**src/hw/rtl/osc_int_pkg.sv**
```systemverilog
// ----------------------------------------------------------------------------
// Oscillator integration step package
// Shared constants and arithmetic helpers for the integrator.
// ----------------------------------------------------------------------------
`default_nettype none

package osc_int_pkg;

  localparam int DataWidth = 32;
  localparam int FracBits  = 28;
  localparam int CordicIters = 30;
  localparam int CountWidth = 21;

  typedef logic signed [DataWidth-1:0] data_t;

  localparam logic signed [DataWidth-1:0] VMax = {1'b0, {(DataWidth-1){1'b1}}};
  localparam logic signed [DataWidth-1:0] VMin = {1'b1, {(DataWidth-1){1'b0}}};

  // round(2^28 / 6) and 0.5
  localparam logic signed [DataWidth-1:0] Sixth = 32'sd44739243;
  localparam logic signed [DataWidth-1:0] Half  = 32'sd134217728;

  // pi, 2*pi and pi/2 in Q4.28
  localparam logic [DataWidth-1:0] PiF    = 32'd843314857;
  localparam logic [DataWidth-1:0] TwoPiF = 32'd1686629713;
  localparam logic [DataWidth-1:0] HalfPi = 32'd421657428;

  localparam logic signed [33:0] CordicGain = 34'sd652032874;

  typedef enum logic [1:0] {
    METH_RK4 = 2'd0,
    METH_RK2 = 2'd1,
    METH_EC  = 2'd2,
    METH_NOP = 2'd3
  } method_t;

  typedef enum logic [2:0] {
    CFG_METHOD = 3'd0,
    CFG_DT     = 3'd1,
    CFG_W      = 3'd2,
    CFG_X0     = 3'd3,
    CFG_STEPS  = 3'd4
  } cfg_idx_t;

  function automatic logic [31:0] cordic_atan(input logic [4:0] i);
    logic [31:0] r;
    begin
      case (i)
        5'd0: r = 32'd843314856;
        5'd1: r = 32'd497837829;
        5'd2: r = 32'd263043836;
        5'd3: r = 32'd133525158;
        5'd4: r = 32'd67021686;
        5'd5: r = 32'd33543515;
        5'd6: r = 32'd16775850;
        5'd7: r = 32'd8388437;
        5'd8: r = 32'd4194282;
        5'd9: r = 32'd2097149;
        default: r = (32'd1 << (5'd30 - i)) - 32'd1;
      endcase
      cordic_atan = r;
    end
  endfunction

endpackage

`default_nettype wire

```
**src/hw/rtl/oscillator_integration_step_top.sv**
```systemverilog
// ----------------------------------------------------------------------------
// Oscillator integration step
// Advances position and velocity by one time step per item.
// ----------------------------------------------------------------------------
// Each accepted item advances a Q4.28 oscillator state by one step using RK4,
// midpoint RK2 or Euler-Cromer with a CORDIC sine force. All arithmetic but
// that of the sine unit goes through one shared saturating ALU (one 32x32
// multiply or one add/subtract per cycle) driven by a microcode sequencer.
// Euler-Cromer updates the position on the ALU, reduces it modulo 2pi by
// restoring subtraction, loads the CORDIC, runs 30 CORDIC rotations and a
// sine fix-up, then finishes the velocity on the ALU; an unused method code
// does no arithmetic. Every item ends by loading the output register and
// returning to idle; the result becomes valid in the same cycle that the
// input is ready again. The input is not ready while an item is in work. A
// finished result waits in the output register while the next item is
// already taken and worked on; only the load of the next result stalls until
// the waiting one has left. A restart item reloads the start position, clears
// velocity and the step count, then steps.
// ----------------------------------------------------------------------------
`default_nettype none

module oscillator_integration_step_top (
  input  wire logic        clk,
  input  wire logic        rst_n,
  input  wire logic        in_tvalid,
  output logic             in_tready,
  input  wire logic [7:0]  in_tdata,   // [0] restart
  output logic             out_tvalid,
  input  wire logic        out_tready,
  output logic [63:0]      out_tdata,  // [31:0] position_out, [63:32] velocity_out
  output logic             out_tlast,  // run_last
  output logic             out_tuser,  // saturated
  input  wire logic        cfg_we,
  input  wire logic [2:0]  cfg_index,
  input  wire logic [31:0] cfg_wdata
);

  typedef logic signed [31:0] d_t;

  // ALU operations
  typedef enum logic [1:0] {OP_MUL, OP_ADD, OP_SUB} op_t;
  // operand sources
  typedef enum logic [3:0] {
    S_X, S_V, S_W, S_DT, S_HALF, S_SIXTH, S_T0, S_T1, S_T2, S_T3, S_K1, S_K2,
    S_ZERO, S_XO, S_SIN
  } src_t;
  // destinations
  typedef enum logic [3:0] {
    D_T0, D_T1, D_T2, D_T3, D_K1, D_K2, D_XN, D_VN, D_SIN, D_NONE
  } dst_t;

  typedef struct packed {
    op_t  op;
    src_t a;
    src_t b;
    dst_t d;
  } uop_t;

  typedef enum logic [2:0] {
    ST_IDLE, ST_RUN, ST_MOD, ST_CORDIC, ST_SINFIX, ST_OUT
  } state_t;

  // configuration
  logic [1:0]  meth_r;
  logic [28:0] dt_r;
  logic [30:0] w_r;
  d_t          x0_r;
  logic [20:0] spr_r;

  always_ff @(posedge clk) begin
    if (!rst_n) begin
      meth_r <= 2'd0;
      dt_r   <= 29'd2684355;
      w_r    <= 31'd268435456;
      x0_r   <= 32'sd26843546;
      spr_r  <= 21'd3000;
    end else if (cfg_we) begin
      unique case (cfg_index)
        osc_int_pkg::CFG_METHOD: meth_r <= cfg_wdata[1:0];
        osc_int_pkg::CFG_DT:     dt_r   <= cfg_wdata[28:0];
        osc_int_pkg::CFG_W:      w_r    <= cfg_wdata[30:0];
        osc_int_pkg::CFG_X0:     x0_r   <= cfg_wdata;
        osc_int_pkg::CFG_STEPS:  spr_r  <= cfg_wdata[20:0];
        default: ;
      endcase
    end
  end

  // Microcode. Per-method programs; k1x/k2x etc. are held in temporaries.
  // RK4 register use: T0 = k-sum for x, T1 = k-sum for v, K1 = kx, K2 = kv,
  // XN and its copy T3 midpoint position, T2 scratch.
  localparam int Rk4Len = 36;
  localparam int Rk2Len = 15;

  function automatic uop_t mk(op_t o, src_t a, src_t b, dst_t d);
    uop_t u;
    begin
      u.op = o; u.a = a; u.b = b; u.d = d;
      mk = u;
    end
  endfunction

  function automatic uop_t rk4_rom(input logic [5:0] pc);
    uop_t u;
    begin
      case (pc)
        // k1x = v, k1v = -(w*x)
        6'd0:  u = mk(OP_MUL, S_W, S_X, D_T2);
        6'd1:  u = mk(OP_SUB, S_ZERO, S_T2, D_K2);
        6'd2:  u = mk(OP_ADD, S_V, S_ZERO, D_K1);
        6'd3:  u = mk(OP_ADD, S_K1, S_ZERO, D_T0);       // sum_x = k1x
        6'd4:  u = mk(OP_ADD, S_K2, S_ZERO, D_T1);       // sum_v = k1v
        // midpoint 1
        6'd5:  u = mk(OP_MUL, S_K1, S_DT, D_T2);
        6'd6:  u = mk(OP_MUL, S_T2, S_HALF, D_T2);
        6'd7:  u = mk(OP_ADD, S_X, S_T2, D_XN);
        6'd8:  u = mk(OP_MUL, S_K2, S_DT, D_T2);
        6'd9:  u = mk(OP_MUL, S_T2, S_HALF, D_T2);
        6'd10: u = mk(OP_ADD, S_V, S_T2, D_K1);          // k2x = vn
        6'd11: u = mk(OP_MUL, S_W, S_T3, D_T2);          // T3 holds xn
        6'd12: u = mk(OP_SUB, S_ZERO, S_T2, D_K2);       // k2v
        6'd13: u = mk(OP_ADD, S_K1, S_K1, D_T2);
        6'd14: u = mk(OP_ADD, S_T0, S_T2, D_T0);
        6'd15: u = mk(OP_ADD, S_K2, S_K2, D_T2);
        6'd16: u = mk(OP_ADD, S_T1, S_T2, D_T1);
        // midpoint 2
        6'd17: u = mk(OP_MUL, S_K1, S_DT, D_T2);
        6'd18: u = mk(OP_MUL, S_T2, S_HALF, D_T2);
        6'd19: u = mk(OP_ADD, S_X, S_T2, D_XN);
        6'd20: u = mk(OP_MUL, S_K2, S_DT, D_T2);
        6'd21: u = mk(OP_MUL, S_T2, S_HALF, D_T2);
        6'd22: u = mk(OP_ADD, S_V, S_T2, D_K1);          // k3x
        6'd23: u = mk(OP_MUL, S_W, S_T3, D_T2);
        6'd24: u = mk(OP_SUB, S_ZERO, S_T2, D_K2);       // k3v
        6'd25: u = mk(OP_ADD, S_K1, S_K1, D_T2);
        6'd26: u = mk(OP_ADD, S_T0, S_T2, D_T0);
        6'd27: u = mk(OP_ADD, S_K2, S_K2, D_T2);
        6'd28: u = mk(OP_ADD, S_T1, S_T2, D_T1);
        // full step
        6'd29: u = mk(OP_MUL, S_K1, S_DT, D_T2);
        6'd30: u = mk(OP_ADD, S_X, S_T2, D_XN);
        6'd31: u = mk(OP_MUL, S_K2, S_DT, D_T2);
        6'd32: u = mk(OP_ADD, S_V, S_T2, D_K1);          // k4x
        6'd33: u = mk(OP_MUL, S_W, S_T3, D_T2);
        6'd34: u = mk(OP_SUB, S_ZERO, S_T2, D_K2);       // k4v
        default: u = mk(OP_ADD, S_T0, S_K1, D_T0);
      endcase
      rk4_rom = u;
    end
  endfunction

  // RK4 tail: adds k4v to sum_v, then x += (sixth*sum_x)*dt, v likewise
  function automatic uop_t tail_rom(input logic [2:0] pc);
    uop_t u;
    begin
      case (pc)
        3'd0: u = mk(OP_ADD, S_T1, S_K2, D_T1);
        3'd1: u = mk(OP_MUL, S_SIXTH, S_T0, D_T2);
        3'd2: u = mk(OP_MUL, S_T2, S_DT, D_T2);
        3'd3: u = mk(OP_ADD, S_X, S_T2, D_XN);
        3'd4: u = mk(OP_MUL, S_SIXTH, S_T1, D_T2);
        3'd5: u = mk(OP_MUL, S_T2, S_DT, D_T2);
        default: u = mk(OP_ADD, S_V, S_T2, D_VN);
      endcase
      tail_rom = u;
    end
  endfunction

  function automatic uop_t rk2_rom(input logic [5:0] pc);
    uop_t u;
    begin
      case (pc)
        6'd0:  u = mk(OP_MUL, S_W, S_X, D_T2);
        6'd1:  u = mk(OP_SUB, S_ZERO, S_T2, D_K2);
        6'd2:  u = mk(OP_ADD, S_V, S_ZERO, D_K1);
        6'd3:  u = mk(OP_MUL, S_K1, S_DT, D_T2);
        6'd4:  u = mk(OP_MUL, S_T2, S_HALF, D_T2);
        6'd5:  u = mk(OP_ADD, S_X, S_T2, D_XN);
        6'd6:  u = mk(OP_MUL, S_K2, S_DT, D_T2);
        6'd7:  u = mk(OP_MUL, S_T2, S_HALF, D_T2);
        6'd8:  u = mk(OP_ADD, S_V, S_T2, D_K1);
        6'd9:  u = mk(OP_MUL, S_W, S_T3, D_T2);
        6'd10: u = mk(OP_SUB, S_ZERO, S_T2, D_K2);
        6'd11: u = mk(OP_MUL, S_K1, S_DT, D_T2);
        6'd12: u = mk(OP_ADD, S_X, S_T2, D_T0);
        6'd13: u = mk(OP_MUL, S_K2, S_DT, D_T2);
        // the new velocity goes straight to the state register
        default: u = mk(OP_ADD, S_V, S_T2, D_NONE);
      endcase
      rk2_rom = u;
    end
  endfunction

  // Euler-Cromer: x first, then sine evaluation, then v
  function automatic uop_t ec_rom(input logic [5:0] pc);
    uop_t u;
    begin
      case (pc)
        6'd0: u = mk(OP_MUL, S_V, S_DT, D_T2);
        6'd1: u = mk(OP_ADD, S_X, S_T2, D_XN);   // triggers sine
        6'd2: u = mk(OP_MUL, S_W, S_SIN, D_T2);
        6'd3: u = mk(OP_MUL, S_T2, S_DT, D_T2);
        default: u = mk(OP_SUB, S_V, S_T2, D_VN);
      endcase
      ec_rom = u;
    end
  endfunction

  // state
  state_t      st_r;
  logic [5:0]  pc_r;
  logic        tail_r;
  d_t          x_r, v_r, xn_r;
  d_t          t0_r, t1_r, t2_r, t3_r, k1_r, k2_r, sin_r;
  logic [20:0] cnt_r;
  logic        sat_r;
  d_t          xo_r, vo_r;
  logic        last_r, osat_r, ovalid_r;

  // sine unit registers
  logic [31:0] m_r;       // magnitude being reduced
  logic [31:0] dsr_r;     // 2pi for restoring remainder
  logic [5:0]  mcnt_r;
  logic        sneg_r;
  logic signed [33:0] cx_r, cy_r, z_r;
  logic [4:0]  ci_r;

  // micro-op select
  uop_t uop;
  always_comb begin
    if (tail_r) uop = tail_rom(pc_r[2:0]);
    else begin
      unique case (meth_r)
        osc_int_pkg::METH_RK4: uop = rk4_rom(pc_r);
        osc_int_pkg::METH_RK2: uop = rk2_rom(pc_r);
        default:               uop = ec_rom(pc_r);
      endcase
    end
  end

  function automatic d_t pick(src_t s, d_t x, d_t v, d_t w, d_t dt, d_t a0, d_t a1,
                              d_t a2, d_t a3, d_t k1, d_t k2, d_t xo, d_t sn);
    d_t r;
    begin
      case (s)
        S_X: r = x; S_V: r = v; S_W: r = w; S_DT: r = dt;
        S_HALF: r = osc_int_pkg::Half; S_SIXTH: r = osc_int_pkg::Sixth;
        S_T0: r = a0; S_T1: r = a1; S_T2: r = a2; S_T3: r = a3;
        S_K1: r = k1; S_K2: r = k2; S_XO: r = xo; S_SIN: r = sn;
        default: r = '0;
      endcase
      pick = r;
    end
  endfunction

  d_t opa, opb;
  assign opa = pick(uop.a, x_r, v_r, {1'b0, w_r}, {3'b0, dt_r}, t0_r, t1_r, t2_r,
                    t3_r, k1_r, k2_r, xo_r, sin_r);
  assign opb = pick(uop.b, x_r, v_r, {1'b0, w_r}, {3'b0, dt_r}, t0_r, t1_r, t2_r,
                    t3_r, k1_r, k2_r, xo_r, sin_r);

  // shared saturating ALU
  logic [31:0] ma, mb;
  logic [63:0] prod;
  logic [35:0] qhi;
  logic        pneg;
  logic signed [32:0] sum33;
  d_t          res;
  logic        res_sat;
  always_comb begin
    ma    = opa[31] ? 32'(-opa) : opa;
    mb    = opb[31] ? 32'(-opb) : opb;
    prod  = ma * mb;
    pneg  = opa[31] ^ opb[31];
    qhi   = prod[63:28];
    res   = '0;
    res_sat = 1'b0;
    sum33 = '0;
    unique case (uop.op)
      OP_MUL: begin
        if (pneg) begin
          if (qhi > 36'h080000000) begin
            res = osc_int_pkg::VMin; res_sat = 1'b1;
          end else res = 32'(-qhi);
        end else begin
          if (qhi > 36'h07fffffff) begin
            res = osc_int_pkg::VMax; res_sat = 1'b1;
          end else res = qhi[31:0];
        end
      end
      default: begin
        if (uop.op == OP_ADD) sum33 = 33'(opa) + 33'(opb);
        else sum33 = 33'(opa) - 33'(opb);
        if (sum33 > 33'sh07fffffff) begin
          res = osc_int_pkg::VMax; res_sat = 1'b1;
        end else if (sum33 < -33'sh080000000) begin
          res = osc_int_pkg::VMin; res_sat = 1'b1;
        end else res = sum33[31:0];
      end
    endcase
  end

  // end of program markers
  logic prog_end;
  always_comb begin
    if (tail_r) prog_end = (pc_r == 6'd6);
    else begin
      unique case (meth_r)
        osc_int_pkg::METH_RK4: prog_end = (pc_r == 6'(Rk4Len - 1));
        osc_int_pkg::METH_RK2: prog_end = (pc_r == 6'(Rk2Len - 1));
        default:               prog_end = (pc_r == 6'd4);
      endcase
    end
  end

  // CORDIC step
  logic signed [33:0] dx, dy, ang;
  assign dx  = cy_r >>> ci_r;
  assign dy  = cx_r >>> ci_r;
  assign ang = 34'(osc_int_pkg::cordic_atan(ci_r));

  // sine fold after reduction
  logic [31:0] mf1, mf2;
  logic        nf;
  always_comb begin
    mf1 = m_r;
    nf  = sneg_r;
    if (mf1 >= osc_int_pkg::PiF) begin
      mf1 = mf1 - osc_int_pkg::PiF;
      nf = ~nf;
    end
    mf2 = (mf1 > osc_int_pkg::HalfPi) ? osc_int_pkg::PiF - mf1 : mf1;
  end

  logic [32:0] msub;
  assign msub = {1'b0, m_r} - {1'b0, dsr_r};

  logic fire;
  assign fire = in_tvalid && in_tready;
  assign in_tready = (st_r == ST_IDLE);

  always_ff @(posedge clk) begin
    if (!rst_n) begin
      st_r     <= ST_IDLE;
      pc_r     <= '0;
      tail_r   <= 1'b0;
      x_r      <= 32'sd26843546;
      v_r      <= '0;
      cnt_r    <= '0;
      ovalid_r <= 1'b0;
      sat_r    <= 1'b0;
    end else begin
      // The output register loads only when it is empty or being emptied.
      if (st_r == ST_OUT && (!ovalid_r || out_tready)) ovalid_r <= 1'b1;
      else if (out_tready) ovalid_r <= 1'b0;
      unique case (st_r)
        ST_IDLE: begin
          if (fire) begin
            sat_r  <= 1'b0;
            pc_r   <= '0;
            tail_r <= 1'b0;
            if (in_tdata[0]) begin
              x_r   <= x0_r;
              v_r   <= '0;
              cnt_r <= '0;
            end
            st_r <= (meth_r == osc_int_pkg::METH_NOP) ? ST_OUT : ST_RUN;
          end
        end
        ST_RUN: begin
          sat_r <= sat_r | res_sat;
          unique case (uop.d)
            D_T0: t0_r <= res; D_T1: t1_r <= res; D_T2: t2_r <= res;
            D_T3: t3_r <= res; D_K1: k1_r <= res; D_K2: k2_r <= res;
            D_XN: begin t3_r <= res; xn_r <= res; end
            D_VN: v_r <= res;
            default: ;
          endcase
          if (meth_r == osc_int_pkg::METH_RK2 && pc_r == 6'(Rk2Len - 1)) begin
            // final RK2 update: x was formed earlier in T0, v now
            x_r <= t0_r;
            v_r <= res;
            st_r <= ST_OUT;
          end else if (meth_r == osc_int_pkg::METH_EC && pc_r == 6'd1) begin
            x_r    <= res;
            sneg_r <= res[31];
            m_r    <= res[31] ? 32'(-res) : res;
            dsr_r  <= osc_int_pkg::TwoPiF;
            mcnt_r <= '0;
            st_r   <= ST_MOD;
          end else if (prog_end) begin
            if (meth_r == osc_int_pkg::METH_RK4 && !tail_r) begin
              tail_r <= 1'b1;
              pc_r   <= '0;
            end else begin
              if (tail_r) x_r <= xn_r;
              st_r <= ST_OUT;
            end
          end else begin
            pc_r <= pc_r + 6'd1;
          end
        end
        ST_MOD: begin
          // The magnitude is at most 2^31, below twice 2*pi, so at most the first
          // restoring subtract takes 2*pi off and the second leaves it as is.
          if (!msub[32]) m_r <= msub[31:0];
          mcnt_r <= mcnt_r + 6'd1;
          if (mcnt_r == 6'd1) begin
            st_r <= ST_CORDIC;
            ci_r <= '0;
          end
        end
        ST_CORDIC: begin
          if (ci_r == 5'd0 && mcnt_r == 6'd2) begin
            sneg_r <= nf;
            cx_r   <= osc_int_pkg::CordicGain;
            cy_r   <= '0;
            z_r    <= {mf2, 2'b00};
            mcnt_r <= 6'd3;
          end else begin
            if (!z_r[33]) begin
              cx_r <= cx_r - dx; cy_r <= cy_r + dy; z_r <= z_r - ang;
            end else begin
              cx_r <= cx_r + dx; cy_r <= cy_r - dy; z_r <= z_r + ang;
            end
            ci_r <= ci_r + 5'd1;
            if (ci_r == 5'(osc_int_pkg::CordicIters - 1)) st_r <= ST_SINFIX;
          end
        end
        ST_SINFIX: begin
          if (sneg_r) sin_r <= 32'(-(cy_r >>> 2));
          else sin_r <= 32'(cy_r >>> 2);
          pc_r <= 6'd2;
          st_r <= ST_RUN;
        end
        default: begin
          // ST_OUT: wait until the previous result has left the output register.
          if (!ovalid_r || out_tready) begin
            xo_r     <= x_r;
            vo_r     <= v_r;
            osat_r   <= sat_r;
            last_r   <= ((cnt_r + 21'd1) == spr_r);
            cnt_r    <= ((cnt_r + 21'd1) == spr_r) ? 21'd0 : cnt_r + 21'd1;
            st_r     <= ST_IDLE;
          end
        end
      endcase
    end
  end

  assign out_tvalid = ovalid_r;
  assign out_tdata  = {vo_r, xo_r};
  assign out_tlast  = last_r;
  assign out_tuser  = osat_r;

endmodule

`default_nettype wire

```
**config.mk**
```make
export PLATFORM = sky130hd
export DESIGN_NAME = oscillator_integration_step_top
export DESIGN_NICKNAME = d
export VERILOG_FILES = /design/src/hw/rtl/osc_int_pkg.sv /design/src/hw/rtl/oscillator_integration_step_top.sv
export SDC_FILE = /design/constraint.sdc
export NUM_CORES = 2
export LEC_CHECK = 0
export BUFFER_PORTS_ARGS = -buffer_cell sky130_fd_sc_hd__buf_4
export CAP_MARGIN = 20
export CORE_ASPECT_RATIO = 1.25
export CORE_MARGIN = 1.5
export CORE_UTILIZATION = 34
export CTS_CLUSTER_DIAMETER = 30
export DETAILED_ROUTE_END_ITERATION = 16
export HOLD_SLACK_MARGIN = 0.03
export PLACE_DENSITY = 0.58
export SLEW_MARGIN = 10
export SYNTH_ARGS = -nofsm -noshare
export SYNTH_HDL_FRONTEND = slang
export SYNTH_SLANG_ARGS = --single-unit
```
**constraint.sdc**
```tcl
create_clock -name clk -period 23.7 [get_ports clk]
set_input_delay 3.555 -clock clk [delete_from_list [all_inputs] [get_ports clk]]
set_output_delay 3.555 -clock clk [all_outputs]
set_load 0.05 [all_outputs]
```
==> results.txt <==
----------------------------------------------------
[Clocking]
  TritonCTS Sinks ... 706
  Total CTS buffers ... 121
  Buffers inserted during post-CTS setup optimization ... 0
  CTS-repair resized insts ... 0
  Clock slew at the register clock pins of the worst setup and hold paths ... 0.06 ns
  TritonCTS clock tree ... built
  Maximum level of the CTS H-tree ... 3
  Root Buffer ... sky130_fd_sc_hd__clkbuf_16
  Insertion delay of the later-clocked pin in the worst-skew pair ... 0.81 ns
  Hold-fix buffers at CTS ... 0
  CTS Buffer Depth ... 3

[STA]
  Max-slew violation count ... 0
  Final setup skew ... 0.119 ns
  Fmax ... 47.1 MHz
  Slew at the pin closest to its max-slew limit ... 1.25 ns
  Hold violation count in the final report ... 0
  Post-route setup TNS ... 0 ns
  Final setup violation count ... 0
  Post-layout minimum cycle time ... 21.24 ns
  Setup repair after global routing missed its margin ... false
  Fin crit share ... 0.896
  Relative slew slack ... 0.159

[Floorplanning]
  Starting utilization of the core area ... 0.342
  Area of the core region ... 0.250 mm^2
  Die outline area ... 0.254 mm^2
  FP Rows ... 205
  Die X ... 451 um
  Number of top-level pins ... 116
  Die span in y ... 563 um

[Synthesis]
  Library cell occupying the most area in the post-synthesis netlist ... sky130_fd_sc_hd__fa_1
  Synthesized net count ... 11500
  Top area cells in the synthesized netlist ... sky130_fd_sc_hd__fa_1 21%, sky130_fd_sc_hd__edfxtp_1 16%, sky130_fd_sc_hd__ha_1 6.3%, sky130_fd_sc_hd__nand2_1 6.2%, sky130_fd_sc_hd__dfxtp_1 5.6%
  Top FF cell, synth ... sky130_fd_sc_hd__edfxtp_1
  Top-area cell type share of the netlist area ... 0.211
  Asr flop ratio synth ... 0
  Sequential-to-total area share from yosys stat ... 0.221
  Post-synthesis instance area ... 0.0853 mm^2
  Number of different library cells in the post-synthesis netlist ... 122
  Number of synthesized register bits ... 706
  Yosys warning count ... 0
  Gate count after technology mapping ... 10100
  Average footprint of a synthesized cell ... 8.47 um^2
  Number of enable flip-flop cells after synthesis ... 468

[Drt]
  Met1 wire length ... 132000 um
  Final wirelength ... 362000 um
  DRC violation count after routing ... 0
  First-iteration detailed-routing DRC count ... 8346
  Routed via count ... 78300
  Antenna-violating nets left ... 0
  Top layer reached by signal wires ... met5
  Wire length on met2 ... 169000 um
  Wire per inst ... 26.9 um
  Count of TritonRoute iterations in the first routing pass ... 9
  Met3 wire len ... 30300 um
  Average via count per standard cell ... 5.83

[Setup path]
  Type of element capturing the critical path ... flip-flop
  Startpoint kind of the worst setup timing path ... flip-flop
  Max incr delay on CP ... 0.83 ns
  Most numerous cell on the critical path ... sky130_fd_sc_hd__fa_1
  Critical path required time ... 24.16 ns
  Slack of the worst reg-to-reg path ... 2.46 ns
  Arrival time worst endpoint ... 21.70 ns
  Cell at the slowest stage of the critical path ... sky130_fd_sc_hd__dfxtp_1
  Highest fanout seen on the critical path ... 35
  Path type of the worst setup path ... flip-flop to flip-flop

[Placement]
  GP Congestion ... 1.02
  HPWL reported at the end of detailed placement ... 270000 um
  Number of buffers inserted by port buffering ... 108

[Run status]
  Run status ... completed

[Layout]
  Filler cell count in the final layout ... 25200
  Area of the multi-input gates ... 0.0611 mm^2
  Post-layout nets ... 11400
  Most common cell after layout, fill and taps aside ... sky130_fd_sc_hd__nand2_1
  Sequential cell area ... 0.0188 mm^2
  Ratio of cells with drive above 1 in the final layout ... 0.0880
  Leading cell types in the layout, fill and taps excluded ... 1408 x sky130_fd_sc_hd__nand2_1, 1169 x sky130_fd_sc_hd__nor2_1, 1108 x sky130_fd_sc_hd__inv_1
  Top flop regs ... cx_r: 34 flops, cy_r: 34 flops, z_r: 34 flops
  Area Growth Syn to Fin ... 12.1%

[Global routing]
  Number of antenna violations at the first check in global routing ... 20
  First-pass GRT wire length ... 529000 um
  Global route total overflow ... 0
  Largest net degree at the start of global routing ... 86
  Number of global-route vias before repair ... 78900
  GRT Util Overall ... 0.279

[Worst hold path]
  Worst min path class ... flip-flop to flip-flop

[Flow run]
  Max-cap viol count ... 0

----------------------------------------------------
[metrics by stage]
| step | worst slack, ns | std cells | utilization | instance area (um^2) | hold WS [ns] |
|---|---|---|---|---|---|
| 2_1_floorplan | 6.80 | 10100 | - | 85300 | 0.408 |
| 3_3_place_gp | 3.12 | 13200 | 0.365 | 91000 | 0.426 |
| 3_5_place_dp | 2.97 | 13200 | 0.365 | 91000 | 0.433 |
| 4_1_cts | 2.85 | 13400 | 0.383 | 95500 | 0.441 |
| 5_1_grt | 1.81 | 13400 | 0.383 | 95600 | 0.461 |
| 6_report | 2.46 | 13400 | 0.383 | 95600 | 0.445 |
[cell usage after synthesis, types with 88 or more instances]
cell type and number:
sky130_fd_sc_hd__dfxtp_1 238, sky130_fd_sc_hd__ha_1 431, sky130_fd_sc_hd__edfxtp_1 468, sky130_fd_sc_hd__nor3_1 164, sky130_fd_sc_hd__nand3_1 194, sky130_fd_sc_hd__a22oi_1 119
sky130_fd_sc_hd__nor2_1 1188, sky130_fd_sc_hd__a31oi_1 88, sky130_fd_sc_hd__a21o_1 95, sky130_fd_sc_hd__fa_1 899, sky130_fd_sc_hd__xnor2_1 372, sky130_fd_sc_hd__a21oi_1 622
sky130_fd_sc_hd__mux2i_1 101, sky130_fd_sc_hd__nand2_1 1409, sky130_fd_sc_hd__xor2_1 195, sky130_fd_sc_hd__o21ai_0 384, sky130_fd_sc_hd__clkbuf_1 465, sky130_fd_sc_hd__inv_1 1108
[cell type report]
class,count,area share
clock buffer,143,0.0339
antenna,5,0.000131
clock inverter,88,0.0134
tap,3312,0.0433
sequential,706,0.197
inverter,1121,0.0441
multi-input combinational,7678,0.639
timing repair buffer,372,0.0294
[worst paths after layout]
kind | startpoint | to | depth (start not counted)
worst min register to register | sat_r$_SDFFE_PN0P_ | out_tuser$_DFFE_PP_ | 0
worst min-delay path | sat_r$_SDFFE_PN0P_ | out_tuser$_DFFE_PP_ | 0
worst max register to register | meth_r[0]$_SDFFE_PN0P_ | m_r[29]$_DFFE_PP_ | 53
worst max-delay path | meth_r[0]$_SDFFE_PN0P_ | m_r[29]$_DFFE_PP_ | 53
[logic make-up (layout without fill, tap and decap cells)]
kind of cell | count (synthesis) | in the layout | synth area share
mux | 196 | 196 | 0.0324
xor+xnor | 570 | 570 | 0.0588
fa+ha+maj | 1331 | 1331 | 0.274
compound gates | 2020 | 2020 | 0.155
buf+inv | 1694 | 1724 | 0.0757
simple gates | 3561 | 3561 | 0.183
flops | 706 | 706 | 0.221
other cells | 0 | 5 | 0
[metal layers]
layer  track usage  vias to the layer above
met5             0                        -
met4         0.187                       14
met3        0.0516                     1186
met2         0.468                     4085
met1         0.325                    39000
li1              -                    34000
[worst max-delay path, delay by kind of cell, from the launching register on]
kind | cells | cell delay [ns]
flip-flops | 1 | 0.83
AO/OA/AOI/OAI | 15 | 6.80
AND/OR/NAND/NOR | 18 | 6.74
XOR/XNOR | 3 | 0.51
adder cells (fa/ha/maj) | 9 | 4.06
buffers and inverters | 8 | 1.89
Power is not shown: default switching activity piles up to over one toggle a cycle in this logic, so the estimate is an artifact.
